==> config.mk <==
export PLATFORM = sky130hd
export DESIGN_NAME = segment_offset_translator_flat
export DESIGN_NICKNAME = d
export VERILOG_FILES = /design/src/hw/rtl/sot_pkg.sv /design/src/hw/rtl/sot_cmd_if.sv /design/src/hw/rtl/sot_rsp_if.sv /design/src/hw/rtl/sot_ctrl.sv /design/src/hw/rtl/sot_datapath.sv /design/src/hw/rtl/segment_offset_translator.sv /design/src/flat_wrapper.sv
export SDC_FILE = /design/constraint.sdc
export NUM_CORES = 1
export LEC_CHECK = 0
export BUFFER_PORTS_ARGS = -buffer_cell sky130_fd_sc_hd__buf_2
export CAP_MARGIN = 15
export CORE_MARGIN = 5
export CORE_UTILIZATION = 62
export CTS_CLUSTER_DIAMETER = 40
export CTS_CLUSTER_SIZE = 10
export DETAILED_ROUTE_END_ITERATION = 16
export PLACE_DENSITY = 0.8
export RECOVER_POWER = 50
export SYNTH_ARGS = -nofsm -noshare
export SYNTH_HDL_FRONTEND = slang
export SYNTH_HIERARCHICAL = 1
export SYNTH_SLANG_ARGS = --single-unit
==> constraint.sdc <==
create_clock -name clk -period 6.2 [get_ports clk]
set_input_delay 1.24 -clock clk [delete_from_list [all_inputs] [get_ports clk]]
set_output_delay 1.24 -clock clk [all_outputs]
set_load 0.01 [all_outputs]
==> src/hw/rtl/sot_pkg.sv <==
// Shared constants, codes and control structs for the segment offset translator.
// No dependencies; every other file imports this package.
package sot_pkg;

    localparam int SEG_MAX = 16;
    localparam int IDX_W   = (SEG_MAX > 1) ? $clog2(SEG_MAX) : 1;
    localparam int CNT_W   = $clog2(SEG_MAX + 1);
    localparam int DATA_W  = 32;
    localparam int OP_W    = 2;
    localparam int MIDX_W  = 4;
    localparam int FOUND_W = 4;
    localparam int STAT_W  = 3;
    localparam int USED_W  = 5;
    localparam int CMP_W   = (CNT_W > MIDX_W + 1) ? CNT_W : MIDX_W + 1;

    typedef enum logic [OP_W-1:0] {
        OP_APPEND = 2'd0,
        OP_LOOKUP = 2'd1,
        OP_MERGE  = 2'd2,
        OP_CLEAR  = 2'd3
    } op_t;

    typedef enum logic [STAT_W-1:0] {
        ST_OK        = 3'd0,
        ST_FULL      = 3'd1,
        ST_OVERFLOW  = 3'd2,
        ST_RANGE     = 3'd3,
        ST_BAD_MERGE = 3'd4
    } stat_t;

    typedef enum logic [2:0] {
        S_IDLE,
        S_EXEC,
        S_SRCH,
        S_CMP,
        S_OFFS,
        S_MRD,
        S_MWR,
        S_DONE
    } state_t;

    typedef struct packed {
        logic  load_in;
        logic  res_set;
        stat_t res_code;
        logic  append_commit;
        logic  search_init;
        logic  search_step;
        logic  rd_prev;
        logic  offs_key;
        logic  offs_sub;
        logic  merge_init;
        logic  rd_next;
        logic  merge_write;
        logic  merge_finish;
        logic  clear_all;
        logic  load_out;
    } sot_cmd_t;

    typedef struct packed {
        op_t  op;
        logic len_zero;
        logic full;
        logic ovf;
        logic range_err;
        logic merge_bad;
        logic lo_lt_hi;
        logic lo_zero;
        logic mv_more;
        logic out_free;
    } sot_stat_t;

endpackage

==> src/hw/rtl/sot_cmd_if.sv <==
// Request channel: valid/ready plus the operation fields.
// Depends on sot_pkg for field widths.
interface sot_cmd_if;
    import sot_pkg::*;

    logic                valid;
    logic                ready;
    logic [OP_W-1:0]     op;
    logic [DATA_W-1:0]   seg_length;
    logic [DATA_W-1:0]   lookup_key;
    logic [MIDX_W-1:0]   merge_index;

    modport source (output valid, op, seg_length, lookup_key, merge_index, input ready);
    modport sink   (input valid, op, seg_length, lookup_key, merge_index, output ready);
endinterface

==> src/hw/rtl/sot_rsp_if.sv <==
// Result channel: valid/ready plus the result fields.
// Depends on sot_pkg for field widths.
interface sot_rsp_if;
    import sot_pkg::*;

    logic                valid;
    logic                ready;
    logic [FOUND_W-1:0]  segment_found;
    logic [DATA_W-1:0]   segment_offset;
    logic [STAT_W-1:0]   status;
    logic [USED_W-1:0]   segments_used;
    logic [DATA_W-1:0]   total_entries;

    modport source (output valid, segment_found, segment_offset, status, segments_used,
                    total_entries, input ready);
    modport sink   (input valid, segment_found, segment_offset, status, segments_used,
                    total_entries, output ready);
endinterface

==> src/hw/rtl/sot_ctrl.sv <==
// Sequencing state machine: decodes each operation and steps search and merge.
// Depends on sot_pkg; drives sot_datapath through sot_cmd_t.
module sot_ctrl (
    input  logic               clk,
    input  logic               rst_n,
    input  logic               cmd_valid,
    output logic               cmd_ready,
    input  sot_pkg::sot_stat_t st,
    output sot_pkg::sot_cmd_t  cmd
);
    import sot_pkg::*;

    state_t state_reg, state_next;

    always_ff @(posedge clk or negedge rst_n)
    begin
        if (!rst_n)
        begin
            state_reg <= S_IDLE;
        end
        else
        begin
            state_reg <= state_next;
        end
    end

    always_comb
    begin
        state_next = state_reg;
        case (state_reg)
            S_IDLE:
            begin
                if (cmd_valid)
                begin
                    state_next = S_EXEC;
                end
            end
            S_EXEC:
            begin
                case (st.op)
                    OP_LOOKUP: state_next = st.range_err ? S_DONE : S_SRCH;
                    OP_MERGE:  state_next = st.merge_bad ? S_DONE : S_MRD;
                    default:   state_next = S_DONE;
                endcase
            end
            S_SRCH:
            begin
                if (st.lo_lt_hi)
                begin
                    state_next = S_CMP;
                end
                else if (st.lo_zero)
                begin
                    state_next = S_DONE;
                end
                else
                begin
                    state_next = S_OFFS;
                end
            end
            S_CMP:  state_next = S_SRCH;
            S_OFFS: state_next = S_DONE;
            S_MRD:  state_next = st.mv_more ? S_MWR : S_DONE;
            S_MWR:  state_next = S_MRD;
            S_DONE:
            begin
                if (st.out_free)
                begin
                    state_next = S_IDLE;
                end
            end
            default: state_next = S_IDLE;
        endcase
    end

    always_comb
    begin
        cmd       = '0;
        cmd.res_code = ST_OK;
        cmd_ready = 1'b0;
        case (state_reg)
            S_IDLE:
            begin
                cmd_ready   = 1'b1;
                cmd.load_in = cmd_valid;
            end
            S_EXEC:
            begin
                case (st.op)
                    OP_APPEND:
                    begin
                        cmd.res_set = 1'b1;
                        if (st.len_zero)
                        begin
                            cmd.res_code = ST_OK;
                        end
                        else if (st.full)
                        begin
                            cmd.res_code = ST_FULL;
                        end
                        else if (st.ovf)
                        begin
                            cmd.res_code = ST_OVERFLOW;
                        end
                        else
                        begin
                            cmd.res_code      = ST_OK;
                            cmd.append_commit = 1'b1;
                        end
                    end
                    OP_LOOKUP:
                    begin
                        if (st.range_err)
                        begin
                            cmd.res_set  = 1'b1;
                            cmd.res_code = ST_RANGE;
                        end
                        else
                        begin
                            cmd.search_init = 1'b1;
                        end
                    end
                    OP_MERGE:
                    begin
                        if (st.merge_bad)
                        begin
                            cmd.res_set  = 1'b1;
                            cmd.res_code = ST_BAD_MERGE;
                        end
                        else
                        begin
                            cmd.merge_init = 1'b1;
                        end
                    end
                    default:
                    begin
                        cmd.res_set   = 1'b1;
                        cmd.res_code  = ST_OK;
                        cmd.clear_all = 1'b1;
                    end
                endcase
            end
            S_SRCH:
            begin
                if (!st.lo_lt_hi)
                begin
                    if (st.lo_zero)
                    begin
                        cmd.offs_key = 1'b1;
                    end
                    else
                    begin
                        cmd.rd_prev = 1'b1;
                    end
                end
            end
            S_CMP:  cmd.search_step = 1'b1;
            S_OFFS: cmd.offs_sub = 1'b1;
            S_MRD:
            begin
                if (st.mv_more)
                begin
                    cmd.rd_next = 1'b1;
                end
                else
                begin
                    cmd.merge_finish = 1'b1;
                    cmd.res_set      = 1'b1;
                    cmd.res_code     = ST_OK;
                end
            end
            S_MWR:  cmd.merge_write = 1'b1;
            S_DONE: cmd.load_out = st.out_free;
            default: cmd = '0;
        endcase
    end

endmodule

==> src/hw/rtl/sot_datapath.sv <==
// Boundary table memory, count/total state, search and merge pointers, result register.
// Depends on sot_pkg; commanded by sot_ctrl.
module sot_datapath (
    input  logic                        clk,
    input  logic                        rst_n,
    input  sot_pkg::sot_cmd_t           cmd,
    output sot_pkg::sot_stat_t          st,
    input  logic [sot_pkg::OP_W-1:0]    op,
    input  logic [sot_pkg::DATA_W-1:0]  seg_length,
    input  logic [sot_pkg::DATA_W-1:0]  lookup_key,
    input  logic [sot_pkg::MIDX_W-1:0]  merge_index,
    output logic                        rsp_valid,
    input  logic                        rsp_ready,
    output logic [sot_pkg::FOUND_W-1:0] segment_found,
    output logic [sot_pkg::DATA_W-1:0]  segment_offset,
    output logic [sot_pkg::STAT_W-1:0]  status,
    output logic [sot_pkg::USED_W-1:0]  segments_used,
    output logic [sot_pkg::DATA_W-1:0]  total_entries
);
    import sot_pkg::*;

    logic [DATA_W-1:0]  table_mem [SEG_MAX];
    logic [DATA_W-1:0]  rd_data_reg;

    logic [CNT_W-1:0]   count_reg, count_next;
    logic [DATA_W-1:0]  total_reg, total_next;
    logic               out_valid_reg, out_valid_next;

    op_t                op_reg, op_next;
    logic [DATA_W-1:0]  len_reg, len_next;
    logic [DATA_W-1:0]  key_reg, key_next;
    logic [MIDX_W-1:0]  midx_reg, midx_next;
    logic [IDX_W-1:0]   lo_reg, lo_next;
    logic [IDX_W-1:0]   hi_reg, hi_next;
    logic [IDX_W-1:0]   ptr_reg, ptr_next;
    logic [FOUND_W-1:0] res_found_reg, res_found_next;
    logic [DATA_W-1:0]  res_offset_reg, res_offset_next;
    stat_t              res_status_reg, res_status_next;
    logic [FOUND_W-1:0] out_found_reg, out_found_next;
    logic [DATA_W-1:0]  out_offset_reg, out_offset_next;
    stat_t              out_status_reg, out_status_next;
    logic [USED_W-1:0]  out_used_reg, out_used_next;
    logic [DATA_W-1:0]  out_total_reg, out_total_next;

    logic [DATA_W:0]    sum;
    logic [IDX_W-1:0]   mid;
    logic               wr_en;
    logic [IDX_W-1:0]   wr_addr;
    logic [DATA_W-1:0]  wr_data;
    logic [IDX_W-1:0]   rd_addr;

    assign sum = {1'b0, total_reg} + {1'b0, len_reg};
    assign mid = lo_reg + ((hi_reg - lo_reg) >> 1);

    always_comb
    begin
        st.op        = op_reg;
        st.len_zero  = (len_reg == '0);
        st.full      = (count_reg >= CNT_W'(SEG_MAX));
        st.ovf       = sum[DATA_W];
        st.range_err = (key_reg >= total_reg) || (count_reg == '0);
        st.merge_bad = (CMP_W'(midx_reg) + CMP_W'(1)) >= CMP_W'(count_reg);
        st.lo_lt_hi  = (lo_reg < hi_reg);
        st.lo_zero   = (lo_reg == '0);
        st.mv_more   = (CNT_W'(ptr_reg) + CNT_W'(1)) < count_reg;
        st.out_free  = !out_valid_reg || rsp_ready;
    end

    always_comb
    begin
        wr_en   = 1'b0;
        wr_addr = ptr_reg;
        wr_data = rd_data_reg;
        if (cmd.append_commit)
        begin
            wr_en   = 1'b1;
            wr_addr = IDX_W'(count_reg);
            wr_data = sum[DATA_W-1:0];
        end
        else if (cmd.merge_write)
        begin
            wr_en = 1'b1;
        end

        if (cmd.rd_prev)
        begin
            rd_addr = lo_reg - IDX_W'(1);
        end
        else if (cmd.rd_next)
        begin
            rd_addr = ptr_reg + IDX_W'(1);
        end
        else
        begin
            rd_addr = mid;
        end
    end

    always_ff @(posedge clk)
    begin
        if (wr_en)
        begin
            table_mem[wr_addr] <= wr_data;
        end
        rd_data_reg <= table_mem[rd_addr];
    end

    always_comb
    begin
        count_next      = count_reg;
        total_next      = total_reg;
        out_valid_next  = out_valid_reg && !rsp_ready;
        op_next         = op_reg;
        len_next        = len_reg;
        key_next        = key_reg;
        midx_next       = midx_reg;
        lo_next         = lo_reg;
        hi_next         = hi_reg;
        ptr_next        = ptr_reg;
        res_found_next  = res_found_reg;
        res_offset_next = res_offset_reg;
        res_status_next = res_status_reg;
        out_found_next  = out_found_reg;
        out_offset_next = out_offset_reg;
        out_status_next = out_status_reg;
        out_used_next   = out_used_reg;
        out_total_next  = out_total_reg;

        if (cmd.load_in)
        begin
            op_next   = op_t'(op);
            len_next  = seg_length;
            key_next  = lookup_key;
            midx_next = merge_index;
        end
        if (cmd.res_set)
        begin
            res_found_next  = '0;
            res_offset_next = '0;
            res_status_next = cmd.res_code;
        end
        if (cmd.append_commit)
        begin
            total_next = sum[DATA_W-1:0];
            count_next = count_reg + CNT_W'(1);
        end
        if (cmd.clear_all)
        begin
            total_next = '0;
            count_next = '0;
        end
        if (cmd.search_init)
        begin
            lo_next = '0;
            hi_next = IDX_W'(count_reg - CNT_W'(1));
        end
        if (cmd.search_step)
        begin
            if (rd_data_reg > key_reg)
            begin
                hi_next = mid;
            end
            else
            begin
                lo_next = mid + IDX_W'(1);
            end
        end
        if (cmd.offs_key)
        begin
            res_found_next  = FOUND_W'(lo_reg);
            res_offset_next = key_reg;
            res_status_next = ST_OK;
        end
        if (cmd.offs_sub)
        begin
            res_found_next  = FOUND_W'(lo_reg);
            res_offset_next = key_reg - rd_data_reg;
            res_status_next = ST_OK;
        end
        if (cmd.merge_init)
        begin
            ptr_next = IDX_W'(midx_reg);
        end
        if (cmd.merge_write)
        begin
            ptr_next = ptr_reg + IDX_W'(1);
        end
        if (cmd.merge_finish)
        begin
            count_next = count_reg - CNT_W'(1);
        end
        if (cmd.load_out)
        begin
            out_valid_next  = 1'b1;
            out_found_next  = res_found_reg;
            out_offset_next = res_offset_reg;
            out_status_next = res_status_reg;
            out_used_next   = USED_W'(count_reg);
            out_total_next  = total_reg;
        end
    end

    always_ff @(posedge clk or negedge rst_n)
    begin
        if (!rst_n)
        begin
            count_reg     <= '0;
            total_reg     <= '0;
            out_valid_reg <= 1'b0;
        end
        else
        begin
            count_reg     <= count_next;
            total_reg     <= total_next;
            out_valid_reg <= out_valid_next;
        end
    end

    always_ff @(posedge clk)
    begin
        op_reg         <= op_next;
        len_reg        <= len_next;
        key_reg        <= key_next;
        midx_reg       <= midx_next;
        lo_reg         <= lo_next;
        hi_reg         <= hi_next;
        ptr_reg        <= ptr_next;
        res_found_reg  <= res_found_next;
        res_offset_reg <= res_offset_next;
        res_status_reg <= res_status_next;
        out_found_reg  <= out_found_next;
        out_offset_reg <= out_offset_next;
        out_status_reg <= out_status_next;
        out_used_reg   <= out_used_next;
        out_total_reg  <= out_total_next;
    end

    assign rsp_valid      = out_valid_reg;
    assign segment_found  = out_found_reg;
    assign segment_offset = out_offset_reg;
    assign status         = out_status_reg;
    assign segments_used  = out_used_reg;
    assign total_entries  = out_total_reg;

endmodule

==> src/hw/rtl/segment_offset_translator.sv <==
// Top level of the segment offset translator: sot_ctrl plus sot_datapath.
// Depends on sot_pkg, sot_cmd_if and sot_rsp_if.
//
//  channel | dir | modport | payload
//  --------+-----+---------+---------------------------------------------------
//  cmd     | in  | sink    | op, seg_length, lookup_key, merge_index
//  rsp     | out | source  | segment_found, segment_offset, status,
//          |     |         | segments_used, total_entries
//
// One operation at a time; cmd.ready is high only between operations.
// Append, clear and rejected ops go from EXEC straight to DONE; lookup probes the
// table up to ceil(log2(segments)) times, with an OFFS step if not in segment 0;
// merge moves each entry above merge_index down by one, one read and one write each.
// The next cmd transfer can be taken in the same cycle that rsp.valid rises.
// rsp is a registered slot: a new cmd transfer is taken while it waits;
// a stalled rsp holds the next op in its final state. Table has no reset.
module segment_offset_translator (
    input  logic       clk,
    input  logic       rst_n,
    sot_cmd_if.sink    cmd,
    sot_rsp_if.source  rsp
);
    import sot_pkg::*;

    sot_cmd_t  ctrl_cmd;
    sot_stat_t dp_stat;

    sot_ctrl u_ctrl (
        .clk       (clk),
        .rst_n     (rst_n),
        .cmd_valid (cmd.valid),
        .cmd_ready (cmd.ready),
        .st        (dp_stat),
        .cmd       (ctrl_cmd)
    );

    sot_datapath u_datapath (
        .clk            (clk),
        .rst_n          (rst_n),
        .cmd            (ctrl_cmd),
        .st             (dp_stat),
        .op             (cmd.op),
        .seg_length     (cmd.seg_length),
        .lookup_key     (cmd.lookup_key),
        .merge_index    (cmd.merge_index),
        .rsp_valid      (rsp.valid),
        .rsp_ready      (rsp.ready),
        .segment_found  (rsp.segment_found),
        .segment_offset (rsp.segment_offset),
        .status         (rsp.status),
        .segments_used  (rsp.segments_used),
        .total_entries  (rsp.total_entries)
    );

endmodule

==> src/flat_wrapper.sv <==
// flat-port wrapper written by rule: the top's interface ports become plain ports
module segment_offset_translator_flat import sot_pkg::*;
  (clk, rst_n, cmd_valid, cmd_op, cmd_seg_length, cmd_lookup_key, cmd_merge_index, cmd_ready, rsp_valid, rsp_segment_found, rsp_segment_offset, rsp_status, rsp_segments_used, rsp_total_entries, rsp_ready);
  sot_cmd_if cmd_i ();
  sot_rsp_if rsp_i ();
  input  logic clk;
  input  logic rst_n;
  input wire logic [$bits(cmd_i.valid)-1:0] cmd_valid;
  input wire logic [$bits(cmd_i.op)-1:0] cmd_op;
  input wire logic [$bits(cmd_i.seg_length)-1:0] cmd_seg_length;
  input wire logic [$bits(cmd_i.lookup_key)-1:0] cmd_lookup_key;
  input wire logic [$bits(cmd_i.merge_index)-1:0] cmd_merge_index;
  output wire logic [$bits(cmd_i.ready)-1:0] cmd_ready;
  output wire logic [$bits(rsp_i.valid)-1:0] rsp_valid;
  output wire logic [$bits(rsp_i.segment_found)-1:0] rsp_segment_found;
  output wire logic [$bits(rsp_i.segment_offset)-1:0] rsp_segment_offset;
  output wire logic [$bits(rsp_i.status)-1:0] rsp_status;
  output wire logic [$bits(rsp_i.segments_used)-1:0] rsp_segments_used;
  output wire logic [$bits(rsp_i.total_entries)-1:0] rsp_total_entries;
  input wire logic [$bits(rsp_i.ready)-1:0] rsp_ready;
  assign cmd_i.valid = cmd_valid;
  assign cmd_i.op = cmd_op;
  assign cmd_i.seg_length = cmd_seg_length;
  assign cmd_i.lookup_key = cmd_lookup_key;
  assign cmd_i.merge_index = cmd_merge_index;
  assign cmd_ready = cmd_i.ready;
  assign rsp_valid = rsp_i.valid;
  assign rsp_segment_found = rsp_i.segment_found;
  assign rsp_segment_offset = rsp_i.segment_offset;
  assign rsp_status = rsp_i.status;
  assign rsp_segments_used = rsp_i.segments_used;
  assign rsp_total_entries = rsp_i.total_entries;
  assign rsp_i.ready = rsp_ready;
  segment_offset_translator u_core (.clk(clk), .rst_n(rst_n), .cmd(cmd_i), .rsp(rsp_i));
endmodule
==> results.cfg, run 1 <==
[grt]
grt_max_degree = 99
grt_pass1_wl_mm = 129.7
grt_usage_pct = 28.72
antenna_found_initial = 0
grt_pass1_vias = 21140
grt-ovfl-total = 0

[outcome]
violations = capacitance limit, slew limit
status = finished with violations

[logic_synthesis]
syn_avg_cell_area_sq_um = 15.51
synth_edf_count = 698
async_flop_share_pct = 5.243
yosysWarnings = 6
netlist_area_sq_mm = 0.03393
ys_seq_area_share_pct = 67.34
ys_ff_latch = 782
synthesis.nets = 2390
synth_cells = 2187
synthDistinctLibCells = 76
synth_flop_cell = edfxtp_1

[route]
drc = 0
postRouteAntennaNets = 0
viasPerCell = 6.510
wl_per_cell_microns = 26.59
first_pass_iters = 7
vias = 20970
routed_wl_mm = 85.64
drt-initial-drc-count = 2335

[worst_hold_path]
hp-class = register to register
min_path_cells = 0

[final_layout]
fillCellCount = 3244
multiInputGateArea_sq_mm = 0.01050
area_growth_pct = 15.99
drive_gt1_share_pct = 16.95
seqCellArea_sq_mm = 0.02285
largest_reg_flops = 512
antenna_cells = 0
fin_nets = 2641
regMostFlops = u_core/u_datapath/table_mem

[floorplanning]
die_y_microns = 243.9
rows = 85
ioPinCount = 152
start_util_pct = 62.80
core_region_area_sq_mm = 0.05403
die_x_microns = 243.9
dieArea_sq_mm = 0.05950

[run]
maxCapViolations = 3

[timing]
period_share_pct = 89.75
relSlewSlack_pct = -148.9
fmax_mhz = 179.7
period_needed_ns = 5.565
finClkSkew_ns = 0.05302
hold_viol = 0
final-max-slew-violation-count = 163
rsz0062_at_grt = no
setup_viol = 0
worst_pin_slew_ns = 3.734
setup_tns_ns = 0

[clock_network]
root_buffer = clkbuf_16
post-cts-setup-buffer-count = 0
cts_max_path_buffers = 3
clk_latency_ns = 0.67
ctsResizeCount = 0
cts_tree = built
cts_inserted_buffers = 106
htree_levels = 3
cts_sinks = 782
cts_hold_buf = 0
clkTransAtPathRegs_ns = 0.06

[setup_path]
crit_arrival_ns = 6.06
r2r_slack_ns = 0.64
worstPathMaxFanout = 19
crit_path_end_kind = register
worst_r2r_path_depth = 16
cp-start-kind = register
crit_required_ns = 6.70
crit_type = register to register

[place]
place.gp.congestion = 0.9662
dp_hpwl_mm = 53.60
numPortBuffers = 151
## synthesized netlist by cell type (8+ instances only)
| master | instances | share of area [%] |
|---|---|---|
| a31oi_1 | 13 | 0.24 |
| mux4_2 | 128 | 8.5 |
| nor3_1 | 24 | 0.35 |
| ha_1 | 125 | 4.6 |
| nor2b_1 | 48 | 0.89 |
| xnor2_1 | 34 | 0.88 |
| a21o_1 | 42 | 0.93 |
| xor2_1 | 26 | 0.67 |
| nand2b_1 | 42 | 0.77 |
| inv_1 | 105 | 1.2 |
| nand4_1 | 16 | 0.30 |
| nor2_1 | 88 | 0.97 |
| dfrtp_1 | 41 | 3.0 |
| buf_2 | 19 | 0.28 |
| or3_1 | 8 | 0.15 |
| clkbuf_1 | 56 | 0.62 |
| a21oi_1 | 142 | 2.1 |
| nor4_1 | 10 | 0.18 |
| edfxtp_1 | 698 | 62 |
| a211oi_1 | 45 | 1.0 |
| buf_1 | 10 | 0.11 |
| o21ai_0 | 103 | 1.5 |
| and3_1 | 16 | 0.30 |
| nand2_1 | 108 | 1.2 |
| mux2i_1 | 42 | 1.2 |
| o21a_1 | 8 | 0.18 |
| dfxtp_1 | 43 | 2.5 |
| nor3b_1 | 8 | 0.18 |
| nand3_1 | 25 | 0.37 |
| o21bai_1 | 8 | 0.18 |
## area by class of cell
| type | instances | share of cell area, % |
|---|---|---|
| multi-input cells | 1213 | 26.67 |
| repair buffers | 230 | 3.202 |
| clock buffers | 150 | 7.316 |
| well taps | 696 | 2.213 |
| inverters | 105 | 1.002 |
| clock inverters | 45 | 1.539 |
| flip-flops and latches | 782 | 58.06 |
## cell usage in the layout (no fill, tap or decap), types with 7 or more instances in the layout
cell type    n
clkbuf_1   160
nand2_1    108
buf_4       38
dfrtp_1     41
dfxtp_1     43
or3_1        8
nor2b_1     48
inv_1      105
nor3_1      23
a21o_1      42
xor2_1      26
o21a_1       8
bufinv_16    9
and3_1      16
nor2_1      72
mux4_2     128
mux2i_1     41
buf_12      11
clkinv_2    12
buf_2       54
ha_1       125
a211oi_1    45
nor4_1      10
clkbuf_16  107
nand2b_1    42
a21oi_1    141
xnor2_1     34
o21ai_0    103
inv_6        9
edfxtp_1   698
o21bai_1     8
nand4_1     16
nor3b_1      7
nand3_1     25
nor2_4      16
a31oi_1     13
## per-stage QoR
stage / utilization, % / setup WS (ns) / cells / instance area (sq um) / hold slack, ns
floorplan: - / 0.9976 / 2187 / 33930 / 0.4003
global placement: 66.93 / 0.8863 / 3024 / 36160 / 0.4011
detailed placement: 66.93 / 0.8433 / 3024 / 36160 / 0.4045
CTS: 73.38 / 0.7693 / 3219 / 39650 / 0.4098
global route: 72.84 / 0.2310 / 3221 / 39350 / 0.4137
finish: 72.84 / 0.6354 / 3221 / 39350 / 0.4097
## logic make-up (layout without fill, tap and decap cells)
group | Yosys count | after routing | share of synthesized area (%)
buf+inv | 192 | 530 | 2.216
mux | 172 | 172 | 9.803
xor+xnor | 60 | 60 | 1.549
simple gates | 414 | 414 | 6.119
fa+ha+maj | 129 | 129 | 4.846
compound gates | 438 | 438 | 8.125
flops | 782 | 782 | 67.34
## metal layers
layer | global-route usage [%] | share of wire [%] | vias up
met3 | 4.866 | 9.0 | 212
met2 | 47.17 | 49 | 1266
met4 | 8.729 | 3.1 | 0
met5 | 0 | 0 | -
met1 | 40.30 | 39 | 10480
li1 | - | - | 9009
## worst paths after layout
path / start / end
max: u_core/u_datapath/ptr_reg[0] / u_core/u_datapath/rd_data_reg[4]
min: u_core/u_datapath/res_offset_reg[28] / u_core/u_datapath/segment_offset[28]
max reg2reg: u_core/u_datapath/ptr_reg[0] / u_core/u_datapath/rd_data_reg[4]
min reg2reg: u_core/u_datapath/res_offset_reg[28] / u_core/u_datapath/segment_offset[28]
max in group asynchronous: rst_n / u_core/u_datapath/total_reg[17]
min in group asynchronous: rst_n / u_core/u_datapath/total_reg[10]
## worst max-delay path: stages (launching register included)
cell	delay [ns]
edfxtp_1	0.53
ha_1	0.29
xnor2_1	0.20
inv_1	0.11
ha_1	0.27
nor2b_1	0.12
o21ai_0	0.16
nand2b_1	0.07
a21oi_1	0.33
and3_1	0.36
o21ai_0	0.18
mux2i_4	0.70
clkbuf_2	0.75
mux4_2	0.62
nor2b_1	0.16
a211oi_1	0.42
a21oi_1	0.11
Power of run 1 is not shown: default switching activity piles up to over one toggle a cycle in this logic, so the estimate is an artifact.
==> inputs of run 2 (changes only) <==
--- a/config.mk
+++ b/config.mk
@@ -13,7 +13,7 @@
 export CTS_CLUSTER_SIZE = 10
 export DETAILED_ROUTE_END_ITERATION = 16
 export PLACE_DENSITY = 0.8
-export RECOVER_POWER = 50
+export RECOVER_POWER = 100
 export SYNTH_ARGS = -nofsm -noshare
 export SYNTH_HDL_FRONTEND = slang
 export SYNTH_HIERARCHICAL = 1
==> constraint.sdc (replaced) <==
create_clock -name clk -period 6.2 [get_ports clk]
set_input_delay 1.24 -clock clk [delete_from_list [all_inputs] [get_ports clk]]
set_output_delay 1.24 -clock clk [all_outputs]
set_load 0.05 [all_outputs]
==> run 2 against run 1 <==
Against the previous run: the flow still finishes with violations (capacitance limit, slew limit); critical path depth stayed put; hold slack got worse by 0.00054 ns; setup slack got worse by 0.12 ns; fmax is 2.0% lower; global-route usage stayed put; cell count stayed put; count of clock-buffer cells in the layout stayed put; sequential cell count unchanged; first-iteration DRC count rose by 0.43%; utilization down 0.26 points.
==> results.cfg, run 2 (same netlist as run 1, synthesis figures left out) <==
[grt]
grt_pass1_vias = 21140
grt_pass1_wl_mm = 129.7
grt_usage_pct = 28.72
antenna_found_initial = 0
grt-ovfl-total = 0
grt_max_degree = 99

[floorplanning]
dieArea_sq_mm = 0.05950
die_y_microns = 243.9
core_region_area_sq_mm = 0.05403
rows = 85
ioPinCount = 152
start_util_pct = 62.80
die_x_microns = 243.9

[route]
vias = 21070
drc = 0
wl_per_cell_microns = 26.62
first_pass_iters = 7
routed_wl_mm = 85.76
postRouteAntennaNets = 0
drt-initial-drc-count = 2345
viasPerCell = 6.542

[final_layout]
finalNonFillerCells = 3221
fillCellCount = 3276
area_growth_pct = 15.57
regMostFlops = u_core/u_datapath/table_mem
most-common-layout-cells = 698 x edfxtp_1, 179 x clkbuf_1, 141 x a21oi_1, 128 x mux4_2, 125 x ha_1
fin_nets = 2641
seqCellArea_sq_mm = 0.02285
antenna_cells = 0
multiInputGateArea_sq_mm = 0.01045
final_common_cell = edfxtp_1
drive_gt1_share_pct = 16.16
largest_reg_flops = 512

[setup_path]
cp-start-kind = register
crit_type = register to register
worstPathMaxFanout = 32
crit_chain = ha_1, fa_1, a211oi_1, o211ai_1, nand2_1, a211oi_1, o41ai_2, o211ai_1, nand2_1, o21ai_0, nor3b_2, buf_4, nor2b_1, a31oi_1, nor2_4, clkbuf_2
crit_buf_inv = 2
crit_slowest_cell = a31oi_1
crit_path_end_kind = register
crit_family = compound AO/OA/AOI/OAI gates
crit_required_ns = 6.37
slowest_delay_ns = 0.70
crit_arrival_ns = 5.85

[timing]
setup_viol = 0
fmax_mhz = 176.0
relSlewSlack_pct = -150.3
period_share_pct = 91.62
setup_tns_ns = 0
hold_viol = 0
finClkSkew_ns = 0.05453
worst_pin_slew_ns = 3.755
final-max-slew-violation-count = 163
period_needed_ns = 5.681
rsz0062_at_grt = no
whs_ns = 0.4092

[clock_network]
cts_hold_buf = 0
cts_max_path_buffers = 3
root_buffer = clkbuf_16
htree_levels = 3
cts_tree = built
clk_latency_ns = 0.67
ctsResizeCount = 0
cts_inserted_buffers = 106
post-cts-setup-buffer-count = 0
clkTransAtPathRegs_ns = 0.05
cts_sinks = 782

[outcome]
violations = capacitance limit, slew limit
status = finished with violations

[place]
place.gp.congestion = 0.9662
dp.cells = 3024
dp_hpwl_mm = 53.60
numPortBuffers = 151

[run]
maxCapViolations = 3

[worst_hold_path]
hp-class = register to register
run 2: final cells by class:
| type | instances | share of cell area [%] |
|---|---|---|
| multi-input cells | 1213 | 26.66 |
| clock buffers | 150 | 7.343 |
| well taps | 696 | 2.221 |
| repair buffers | 230 | 2.961 |
| flip-flops and latches | 782 | 58.27 |
| inverters | 105 | 1.005 |
| clock inverters | 45 | 1.544 |
run 2: layer usage:
| metal | GRT usage [%] | part of all wire (%) | vias to the layer above |
|---|---|---|---|
| li1 | - | - | 9005 |
| met5 | 0 | 0 | - |
| met2 | 47.17 | 49 | 1319 |
| met1 | 40.30 | 39 | 10550 |
| met4 | 8.729 | 2.9 | 0 |
| met3 | 4.866 | 9.3 | 195 |
run 2: metrics by stage:
stage | util [%] | area, sq um | worst slack [ns]
3_5_place_dp | 66.93 | 36160 | 0.8433
4_1_cts | 73.38 | 39650 | 0.7693
6_report | 72.58 | 39210 | 0.5194
2_1_floorplan | - | 33930 | 0.9976
3_3_place_gp | 66.93 | 36160 | 0.8863
5_1_grt | 72.58 | 39210 | 0.1573
run 2: final timing paths:
kind / startpoint / to / slack (ns) / depth (start not counted)
min: u_core/u_datapath/res_offset_reg[28] / u_core/u_datapath/segment_offset[28] / 0.41 / 0
max: u_core/u_datapath/total_reg[0] / u_core/u_datapath/table_mem[3][7] / 0.52 / 16
min reg2reg: u_core/u_datapath/res_offset_reg[28] / u_core/u_datapath/segment_offset[28] / 0.41 / 0
min in group asynchronous: rst_n / u_core/u_datapath/total_reg[10] / 1.57 / 2
max reg2reg: u_core/u_datapath/total_reg[0] / u_core/u_datapath/table_mem[3][7] / 0.52 / 16
max in group asynchronous: rst_n / u_core/u_datapath/total_reg[27] / 3.01 / 2
Power of run 2 is left out for the same reason.
